$ cat config.mk
export PLATFORM = sky130hd
export DESIGN_NAME = nch_ram
export DESIGN_NICKNAME = d
export VERILOG_FILES = /design/src/design/nch_ram.sv
export SDC_FILE = /design/constraint.sdc
export NUM_CORES = 2
export LEC_CHECK = 0
export ABC_AREA = 0
export BUFFER_PORTS_ARGS = -buffer_cell sky130_fd_sc_hd__buf_4
export CAP_MARGIN = 20
export CELL_PAD_IN_SITES_DETAIL_PLACEMENT = 0
export CELL_PAD_IN_SITES_GLOBAL_PLACEMENT = 1
export CORE_UTILIZATION = 30
export CTS_CLUSTER_DIAMETER = 50
export DETAILED_ROUTE_END_ITERATION = 8
export HOLD_SLACK_MARGIN = 0.15
export PLACE_DENSITY_LB_ADDON = 0.1
export SLEW_MARGIN = 20
export SYNTH_ARGS = -nofsm -noshare
export SYNTH_HDL_FRONTEND = slang
export SYNTH_SLANG_ARGS = --single-unit
$ cat constraint.sdc
create_clock -name clk -period 2.69 [get_ports clk]
set_input_delay 0.538 -clock clk [delete_from_list [all_inputs] [get_ports clk]]
set_output_delay 0.538 -clock clk [all_outputs]
set_load 0.05 [all_outputs]
$ cat src/design/nch_ram.sv
// ============================================================================
// nch_ram
// Generic simple dual-port RAM, one write port, one registered read port.
// ============================================================================
`default_nettype none

module nch_ram #(
    parameter int WIDTH  = 16,
    parameter int DEPTH  = 256,
    parameter int ADDR_W = (DEPTH > 1) ? $clog2(DEPTH) : 1
) (
    input  wire logic              clk,
    input  wire logic              we,
    input  wire logic [ADDR_W-1:0] waddr,
    input  wire logic [WIDTH-1:0]  wdata,
    input  wire logic              re,
    input  wire logic [ADDR_W-1:0] raddr,
    output      logic [WIDTH-1:0]  rdata
);

    logic [WIDTH-1:0] mem [DEPTH];

    always_ff @(posedge clk)
    begin
        if (we)
        begin
            mem[waddr] <= wdata;
        end
        if (re)
        begin
            rdata <= mem[raddr];
        end
    end

endmodule

`default_nettype wire

==> results.json <==
{
  "synth-async-reset-ratio": 0,
  "dieArea_um2": 532000,
  "firstDrtPassIters": 7,
  "end_kind": "register",
  "tightest_slew_ns": 0.938,
  "min_period_over_period": 1.01,
  "core_um2": 526000,
  "multiInputGateArea_um2": 33900,
  "p_per_area_nw_per_um2": 751,
  "die_w_um": 730,
  "whs_path_depth": 4,
  "report.final.slew_viol_count": 0,
  "setup_violations": 3,
  "crit_fanout": 37,
  "grt_pass1_vias": 84300,
  "hold_start": "waddr[0]",
  "routed_wl_mm": 519,
  "clock-sinks": 4112,
  "antenna_found_initial": 38,
  "final_common_cell": "edfxtp_1",
  "critPathKind": "in2reg",
  "setup_slack_ns": -0.0346,
  "layout_min_cycle_time_ns": 2.72,
  "fillers": 47800,
  "final_layout_size_suffix_gt1_frac": 0.351,
  "num_vias": 81400,
  "required_ns": 3.47,
  "clock_path_buffers": 4,
  "worst_ep_arrival_time_ns": 3.50,
  "rows": 266,
  "syn_inst": 7360,
  "nNetsFinal": 8755,
  "mostFrequentLayoutCells": "4112 x edfxtp_1, 827 x buf_4, 797 x mux4_2",
  "outcome": "finished with violations",
  "ys_types": 51,
  "place_congestion": 0.809,
  "rrSetupSlack_ns": 0.02,
  "cp_cell_sequence": "buf_16, buf_12, buf_12, buf_12, mux2_2, a221oi_1, a22oi_1, buf_4, nand4_1, or3_4, nor4_1",
  "synth_edf_count": 4112,
  "final-seq-area_um2": 123000,
  "grt_pass1_wl_mm": 712,
  "numCtsBuffers": 533,
  "htree_levels": 6,
  "setup-tns-final_ns": -0.0447,
  "worstSetupStartpointType": "input port",
  "fmax_mhz": 367,
  "power.leakage_nw": 63.9,
  "drc": 0,
  "cpMostUsedCell": "buf_12",
  "start_util": 0.302,
  "syn-num-nets": 7395,
  "first_iter_violations": 7451,
  "holdPathEnd": "mem[203][9]",
  "reg2reg_depth": 9,
  "viasPerCell": 5.05,
  "ioPinCount": 51,
  "p_total_mw": 149,
  "timing.rr.start": "mem[143][8]",
  "crit_path_max_incr_delay_ns": 0.46,
  "synth_warnings": 0,
  "hpwl_mm": 333,
  "track_usage": 0.192,
  "grt_overflow": 0,
  "hold_viol_final": 0,
  "cap_viol_max_count": 0,
  "cts_tree": "yes",
  "ant_nets": 0,
  "synth_area_um2": 159000,
  "die_h_um": 730,
  "io_buffers": 50,
  "clkLatencyLatePin_ns": 1.04,
  "violations": "negative setup slack",
  "synth_ff_type": "edfxtp_1",
  "root_buffer": "clkbuf_16",
  "dp_slack_ns": -1.68,
  "finalClockSkew_ns": 0.0376,
  "synth-seq-cells": 4112,
  "synth_area_per_cell_um2": 21.6,
  "hp-class": "in2reg",
  "cp_slowest_cell": "a221oi_1",
  "grt_setup_unrepaired": "true",
  "syn_to_final_growth_pct": 24.8,
  "clk_pin_slew_ns": 0.05,
  "slew_headroom": 0.374,
  "grt_max_degree": 104,
  "r2r_end": "rdata[8]",
  "yosysSeqAreaShare": 0.777,
  "routedWlPerCell_um": 32.2,
  "peakVddDrop_uv": 701
}
==> cells in the mapped netlist, drive strengths merged, types with 3 or more instances <==
cell / number / area (um2)
nand2b: 3 / 18.8
nand4b: 3 / 26.3
mux2: 88 / 991
a211oi: 18 / 135
nor3: 92 / 460
mux4: 797 / 17900
buf: 222 / 1810
a31oi: 6 / 37.5
nand2: 38 / 143
nor4: 18 / 119
a2111oi: 6 / 52.6
and3: 11 / 68.8
mux2i: 565 / 5660
o221ai: 253 / 2220
nor2: 304 / 1140
o22ai: 148 / 926
clkbuf: 230 / 863
inv: 4 / 15.0
o21ai: 38 / 190
a22oi: 43 / 323
a221oi: 28 / 245
nand3: 35 / 175
edfxtp: 4112 / 123000
a21oi: 175 / 876
o31ai: 16 / 120
o32ai: 21 / 191
or2: 5 / 31.3
a22o: 32 / 280
nor2b: 9 / 56.3
nand4: 26 / 163
==> metal layers <==
metal,up-vias,GRT usage,share of wire
li1,34200,-,-
met1,44500,0.270,0.45
met2,1986,0.317,0.48
met3,628,0.0244,0.044
met4,0,0.0430,0.023
met5,-,0,0
==> critical path: cells and delay by family <==
family          cells  cell delay (ns)
buf+inv             5             1.06
simple gates        3             0.66
compound gates      2             0.66
mux                 1             0.40
==> final cells by class <==
type	instances	share of cell area
timing repair buffer	1277	0.0750
antenna	13	0.000164
multi-input combinational	2792	0.171
clock inverter	326	0.0169
clock buffer	625	0.0702
sequential	4112	0.623
inverter	4	0.000139
tap	6968	0.0440
==> what timing repair did <==
action | 4_1_cts | 5_1_grt
pin swaps | 7 | 6
setup buffers | 0 | 0
gates cloned | 0 | 2
hold buffers | 19 | 0
resized for setup | 54 | 48
hold endpoints to repair | 1222 | 0
endpoints found under the setup margin | 14 | 16
==> logic make-up (layout without fill, tap and decap cells) <==
family / count (synthesis) / count (layout) / synth area share
flip-flops: 4112 / 4112 / 0.777
multiplexers: 1450 / 1450 / 0.155
AO/OA/AOI/OAI: 786 / 786 / 0.0353
AND/OR/NAND/NOR: 556 / 556 / 0.0157
buffers and inverters: 456 / 2232 / 0.0169
other: 0 / 13 / 0
==> power breakdown <==
group	switching [mW]	internal [mW]	leakage, nW
registers	0.107	70.7	37.0
logic	5.26	3.35	18.6
clock network	28.3	41.2	8.33
total	33.6	115	63.9
==> state kept, by name, indices dropped and copies added (netlist names) <==
name   count
mem     4096
rdata     16
==> per-stage QoR <==
stage	instances	util	hold WS (ns)	instance area, um2
floorplan	7360	-	0.637	159000
finish	16100	0.377	0.339	198000
detailed placement	15100	0.342	0.894	180000
global route	16100	0.377	0.293	198000
CTS	16100	0.376	0.236	198000
global placement	15100	0.342	0.891	180000
==> worst max path at each step <==
stage / endpoint / start / slack [ns] / cells after the start
floorplan: mem[235][0] / waddr[3] / -0.01 / 6
finish: rdata[12] / raddr[0] / -0.03 / 11
global placement: rdata[9] / raddr[0] / -1.65 / 13
CTS: rdata[9] / raddr[0] / -0.02 / 12
global route: rdata[13] / mem[143][13] / -0.02 / 9
detailed placement: rdata[9] / raddr[0] / -1.68 / 13
No activity file was read; power rests on OpenSTA's default activity.
