--- config.mk ---
export PLATFORM = sky130hd
export DESIGN_NAME = nch_dist
export DESIGN_NICKNAME = d
export VERILOG_FILES = /design/src/design/nch_pkg.sv /design/src/design/nch_dist.sv
export SDC_FILE = /design/constraint.sdc
export NUM_CORES = 1
export LEC_CHECK = 0
export BUFFER_PORTS_ARGS = -buffer_cell sky130_fd_sc_hd__buf_4
export CORE_ASPECT_RATIO = 0.9
export CORE_UTILIZATION = 50
export CTS_CLUSTER_DIAMETER = 150
export CTS_CLUSTER_SIZE = 14
export DETAILED_ROUTE_END_ITERATION = 7
export HOLD_SLACK_MARGIN = 0.02
export PLACE_DENSITY_LB_ADDON = 0.05
export SYNTH_ARGS = -nofsm -noshare
export SYNTH_HDL_FRONTEND = slang
export SYNTH_SLANG_ARGS = --single-unit
--- constraint.sdc ---
create_clock -name clk -period 6.16 [get_ports clk]
set_clock_uncertainty 0.2 [all_clocks]
set_input_delay 1.232 -clock clk [delete_from_list [all_inputs] [get_ports clk]]
set_output_delay 1.232 -clock clk [all_outputs]
set_load 0.05 [all_outputs]
--- src/design/nch_pkg.sv ---
// ============================================================================
// nch_pkg
// Shared types, codes and defaults for the nearest centroid histogram block.
// ============================================================================
`default_nettype none

package nch_pkg;

    // Parameter defaults
    localparam int DEF_MAX_DIMS      = 128;
    localparam int DEF_MAX_CENTROIDS = 256;
    localparam int DEF_COUNT_BITS    = 16;

    // Fixed field widths
    localparam int LABEL_W  = 8;
    localparam int DIST_W   = 39;
    localparam int CFG_W    = 9;
    localparam int CFG_IDX_W = 1;

    // Request function codes
    localparam logic [1:0] FUNC_LOAD  = 2'd0;
    localparam logic [1:0] FUNC_DESC  = 2'd1;
    localparam logic [1:0] FUNC_READ  = 2'd2;
    localparam logic [1:0] FUNC_CLEAR = 2'd3;

    // Response kinds
    localparam logic KIND_LABEL = 1'b0;
    localparam logic KIND_BIN   = 1'b1;

    // Register indexes
    localparam logic [CFG_IDX_W-1:0] REG_CENTROIDS = 1'b0;
    localparam logic [CFG_IDX_W-1:0] REG_DIMS      = 1'b1;

    typedef struct packed {
        logic [1:0]  func;
        logic [7:0]  centroid_index;
        logic [6:0]  dim_index;
        logic [15:0] centroid_value;
        logic [7:0]  desc_value;
        logic        desc_last;
    } req_t;

    typedef struct packed {
        logic              kind;
        logic [7:0]        label;
        logic [DIST_W-1:0] distance;
        logic [15:0]       bin_count;
    } rsp_t;

    // Tag that travels with each element through the distance pipeline
    typedef struct packed {
        logic               valid;
        logic               first;
        logic               last;
        logic [LABEL_W-1:0] idx;
    } tag_t;

endpackage

`default_nettype wire

--- src/design/nch_dist.sv ---
// ============================================================================
// nch_dist
// Distance pipeline: difference, square, saturating accumulate, best search.
// ============================================================================
`default_nettype none

module nch_dist
    import nch_pkg::*;
(
    input  wire logic               clk,
    input  wire logic               rst_n,
    input  wire tag_t               issue_tag,
    input  wire logic [7:0]         desc_q,
    input  wire logic [15:0]        cent_q,
    output      logic               busy,
    output      logic [LABEL_W-1:0] best_idx,
    output      logic [DIST_W-1:0]  best_dist
);

    tag_t                rd_tag_reg;
    tag_t                df_tag_reg;
    tag_t                sq_tag_reg;
    logic signed [16:0]  diff_reg;
    logic [31:0]         sq_reg;
    logic [DIST_W-1:0]   acc_reg;
    logic                fin_valid_reg;
    logic [DIST_W-1:0]   fin_dist_reg;
    logic [LABEL_W-1:0]  fin_idx_reg;
    logic [LABEL_W-1:0]  best_idx_reg;
    logic [DIST_W-1:0]   best_dist_reg;

    logic signed [16:0]  diff_next;
    logic signed [33:0]  prod;
    logic [DIST_W:0]     acc_sum;
    logic [DIST_W-1:0]   acc_next;

    // descriptor element scaled to 8.8
    assign diff_next = $signed({1'b0, desc_q, 8'd0}) - $signed({1'b0, cent_q});
    assign prod      = diff_reg * diff_reg;
    assign acc_sum   = (sq_tag_reg.first ? '0 : {1'b0, acc_reg}) + (DIST_W + 1)'(sq_reg);
    assign acc_next  = acc_sum[DIST_W] ? '1 : acc_sum[DIST_W-1:0];

    always_ff @(posedge clk or negedge rst_n)
    begin
        if (!rst_n)
        begin
            rd_tag_reg    <= '0;
            df_tag_reg    <= '0;
            sq_tag_reg    <= '0;
            fin_valid_reg <= 1'b0;
        end
        else
        begin
            rd_tag_reg    <= issue_tag;
            df_tag_reg    <= rd_tag_reg;
            sq_tag_reg    <= df_tag_reg;
            fin_valid_reg <= sq_tag_reg.valid && sq_tag_reg.last;
        end
    end

    always_ff @(posedge clk)
    begin
        diff_reg <= diff_next;
        sq_reg   <= prod[31:0];
        if (sq_tag_reg.valid)
        begin
            acc_reg <= acc_next;
            if (sq_tag_reg.last)
            begin
                fin_dist_reg <= acc_next;
                fin_idx_reg  <= sq_tag_reg.idx;
            end
        end
        // strict less-than keeps the lowest index on ties
        if (fin_valid_reg && ((fin_idx_reg == '0) || (fin_dist_reg < best_dist_reg)))
        begin
            best_dist_reg <= fin_dist_reg;
            best_idx_reg  <= fin_idx_reg;
        end
    end

    assign busy      = rd_tag_reg.valid || df_tag_reg.valid || sq_tag_reg.valid
                       || fin_valid_reg;
    assign best_idx  = best_idx_reg;
    assign best_dist = best_dist_reg;

endmodule

`default_nettype wire

==> summary.txt <==
Outcome
  • Status: finished, final reports clean

Worst setup path
  • WS Path Type: reg2reg
  • CP most frequent cell: fa_1
  • Critical Path Max Stage Delay: around 0.55 ns
  • CP top delay family: adder cells
  • Worst Path Arrival: 6.31 ns
  • CP max-delay cell: fa_2
  • Startpoint Class: flip-flop
  • Crit path cell chain: buf_6, and2_4, fa_2, inv_2, buf_6, fa_1, inv_1, fa_1, fa_2, fa_1, inv_1, fa_1, inv_1, ha_4, a21oi_4, o21bai_1, a21o_1, a21o_1, a2111oi_4, o31ai_4, a31o_2, a21oi_2, xnor2_1
  • Worst Path Buf+Inv: 6
  • Critical Path RT: about 6.4 ns
  • Worst Setup End Kind: flip-flop
  • Max Fanout on Critical Path: 6

Logic synthesis
  • Ys flop type: edfxtp_1
  • Syn avg cell area: roughly 11 um^2
  • Number of enable flip-flop cells after synthesis: approximately 130
  • Synth warnings: 0
  • Top post-synthesis cells by area: fa_1 (27%), edfxtp_1 (21%), ha_1 (11%)
  • Post-synth design cell area: roughly 19000 um^2
  • Synth cell types: 73
  • Share of the synthesized area in the top cell type: a little over a quarter
  • Post-synth ARST share: roughly 16%
  • Synthesized net count: between 2000 and 2500
  • Post-synthesis cell count: 1780
  • Area leader, netlist: fa_1
  • Seq/Total Area, Yosys: a little under a third
  • Seq cells post-synth: about 220

Floorplanning
  • Die width: around 210 um
  • Die H: 187 um
  • Row count: 67
  • Core Footprint: 37300 um^2
  • DIE AREA: just under 40000 um^2
  • Initial Util: around half
  • Ports: 85

Clock network
  • Worst-skew pair later-pin latency: around 0.52 ns
  • TritonCTS buffer count: 19
  • Clock Pin Slew Worst Setup and Hold Paths: approximately 0.070 ns
  • # hold bufs at CTS: 0
  • Clock sinks: approximately 220
  • Root buffer cell: clkbuf_16
  • Maximum clock path buffer count: 3
  • CTS tree: yes
  • H-tree Lvls: 1

Place
  • Port buffer count: 84
  • Detail Placement HPWL: between 30000 and 40000 um
  • Gp weighted congestion: slightly below 0.9

Global routing
  • Largest net degree at the start of global routing: approximately 50
  • GR Overflow Total: 0
  • Initial antenna violation count: 0
  • Vias in the first global route: ~14000
  • First-pass GRT wire length: roughly 66000 um
  • Gr usage total: a little over a fifth

Layout
  • ANT cells: 0
  • Most frequent cells in the layout: inv_1 (393), fa_1 (249), buf_4 (249), ha_1 (150), nand2_1 (137)
  • Final net count: roughly 2500
  • Layout cell share with drive strength beyond 1: between 10% and 20%
  • Area Growth Syn to Fin: 18.4%
  • Commonest non-fill, non-tap cell in the layout: inv_1

STA
  • Final period demand of the worst path: between 6 and 7 ns
  • Fmax: 164 MHz
  • Unrepaired setup endpoints after global routing: yes
  • Final period utilization: 99.3%
  • Final setup vio count: 0
  • Max-slew headroom: 20.1%
  • Tightest Pin Transition: between 1 and 1.5 ns
  • Final hold slack: 0.146 ns
  • Final Hold Fails: 0
  • Max-slew violation count: 0

Job
  • Max-cap viol count: 0

Routing
  • DRT antenna net count: 0
  • Residual DRC count: 0
  • Routed vias: approximately 13000
  • Total routed wirelength: 39100 um
  • DR vias/cell: approximately 5
  • DR WL/cell: 15.5 um
  • TritonRoute pass-1 iters: 5
  • DR iter-0 viols: ~480

Min path
  • Worst Hold Class: reg2reg
[worst paths after layout]
check                               from              to  slack, ns  depth (start not counted)
setup / recovery            diff_reg[16]      sq_reg[31]       0.05                         23
hold / removal             rd_tag_reg[9]   df_tag_reg[9]       0.15                          0
setup reg to reg            diff_reg[16]      sq_reg[31]       0.05                         23
hold reg to reg            rd_tag_reg[9]   df_tag_reg[9]       0.15                          0
max in group asynchronous          rst_n   sq_tag_reg[6]       5.02                          1
min in group asynchronous          rst_n  rd_tag_reg[10]       0.45                          1
[what timing repair did]
| action | 4_1_cts | 5_1_grt |
|---|---|---|
| pin swaps | 15 | 64 |
| endpoints found under the setup margin | 8 | 9 |
| cloned | 0 | 1 |
| buffers inserted | 16 | 9 |
| resized for setup | 43 | 76 |
[area by class of cell]
| class | instances | area (um^2) |
|---|---|---|
| clock buffers | 32 | 524 |
| multi-input cells | 1125 | 12000 |
| clock inverters | 2 | 20.0 |
| well taps | 483 | 604 |
| fillers | 3159 | 14800 |
| flip-flops and latches | 215 | 5850 |
| repair buffers | 258 | 1990 |
| inverters | 408 | 1540 |
[per-layer routing]
layer	GRT usage (%)	wire length [um]	up-vias
met3	2.30	1220	47
met1	28.6	18000	6242
met2	37.1	19100	166
met4	4.45	748	0
met5	0	0	-
li1	-	-	6159
[Yosys cell counts (6+ instances only)]
| library cell | instances |
|---|---|
| nor2b_1 | 50 |
| and2_1 | 47 |
| o21bai_1 | 14 |
| nand4_1 | 7 |
| clkbuf_1 | 26 |
| nand2_1 | 143 |
| and3_1 | 6 |
| nand2b_1 | 11 |
| edfxtp_1 | 133 |
| a31oi_1 | 7 |
| fa_1 | 257 |
| a21oi_1 | 57 |
| ha_1 | 164 |
| nor3_1 | 18 |
| a2111oi_0 | 6 |
| dfrtp_1 | 34 |
| a21o_1 | 33 |
| xnor2_1 | 69 |
| inv_1 | 407 |
| o21ai_0 | 41 |
| a211oi_1 | 13 |
| dfxtp_1 | 48 |
| nand3_1 | 13 |
| o21a_1 | 11 |
| xor2_1 | 19 |
| nor2_1 | 65 |
[through the flow]
| stage | utilization (%) | instances | setup WS [ns] | setup TNS, ns | instance area (um^2) |
|---|---|---|---|---|---|
| floorplan | - | 1780 | 0.00192 | 0 | 19100 |
| global placement | 57.1 | 2464 | -0.272 | -1.04 | 21300 |
| detailed placement | 57.1 | 2464 | -0.327 | -1.31 | 21300 |
| CTS | 59.2 | 2514 | -0.000227 | -0.000227 | 22100 |
| global route | 60.3 | 2523 | -0.175 | -0.433 | 22500 |
| finish | 60.3 | 2523 | 0.0453 | 0 | 22500 |
[logic make-up (layout without fill, tap and decap cells)]
group	after synthesis	after routing	share of synthesized area (%)
buffers and inverters	440	700	8.83
flip-flops	215	215	30.6
AO/OA/AOI/OAI	229	229	8.50
multiplexers	3	3	0.191
adder cells (fa/ha/maj)	421	421	37.9
AND/OR/NAND/NOR	384	384	9.96
XOR/XNOR	88	88	4.06
Power is left out: the tool's default activity adds up to more than one toggle a clock period on the data nets, which glitch-free logic cannot reach.
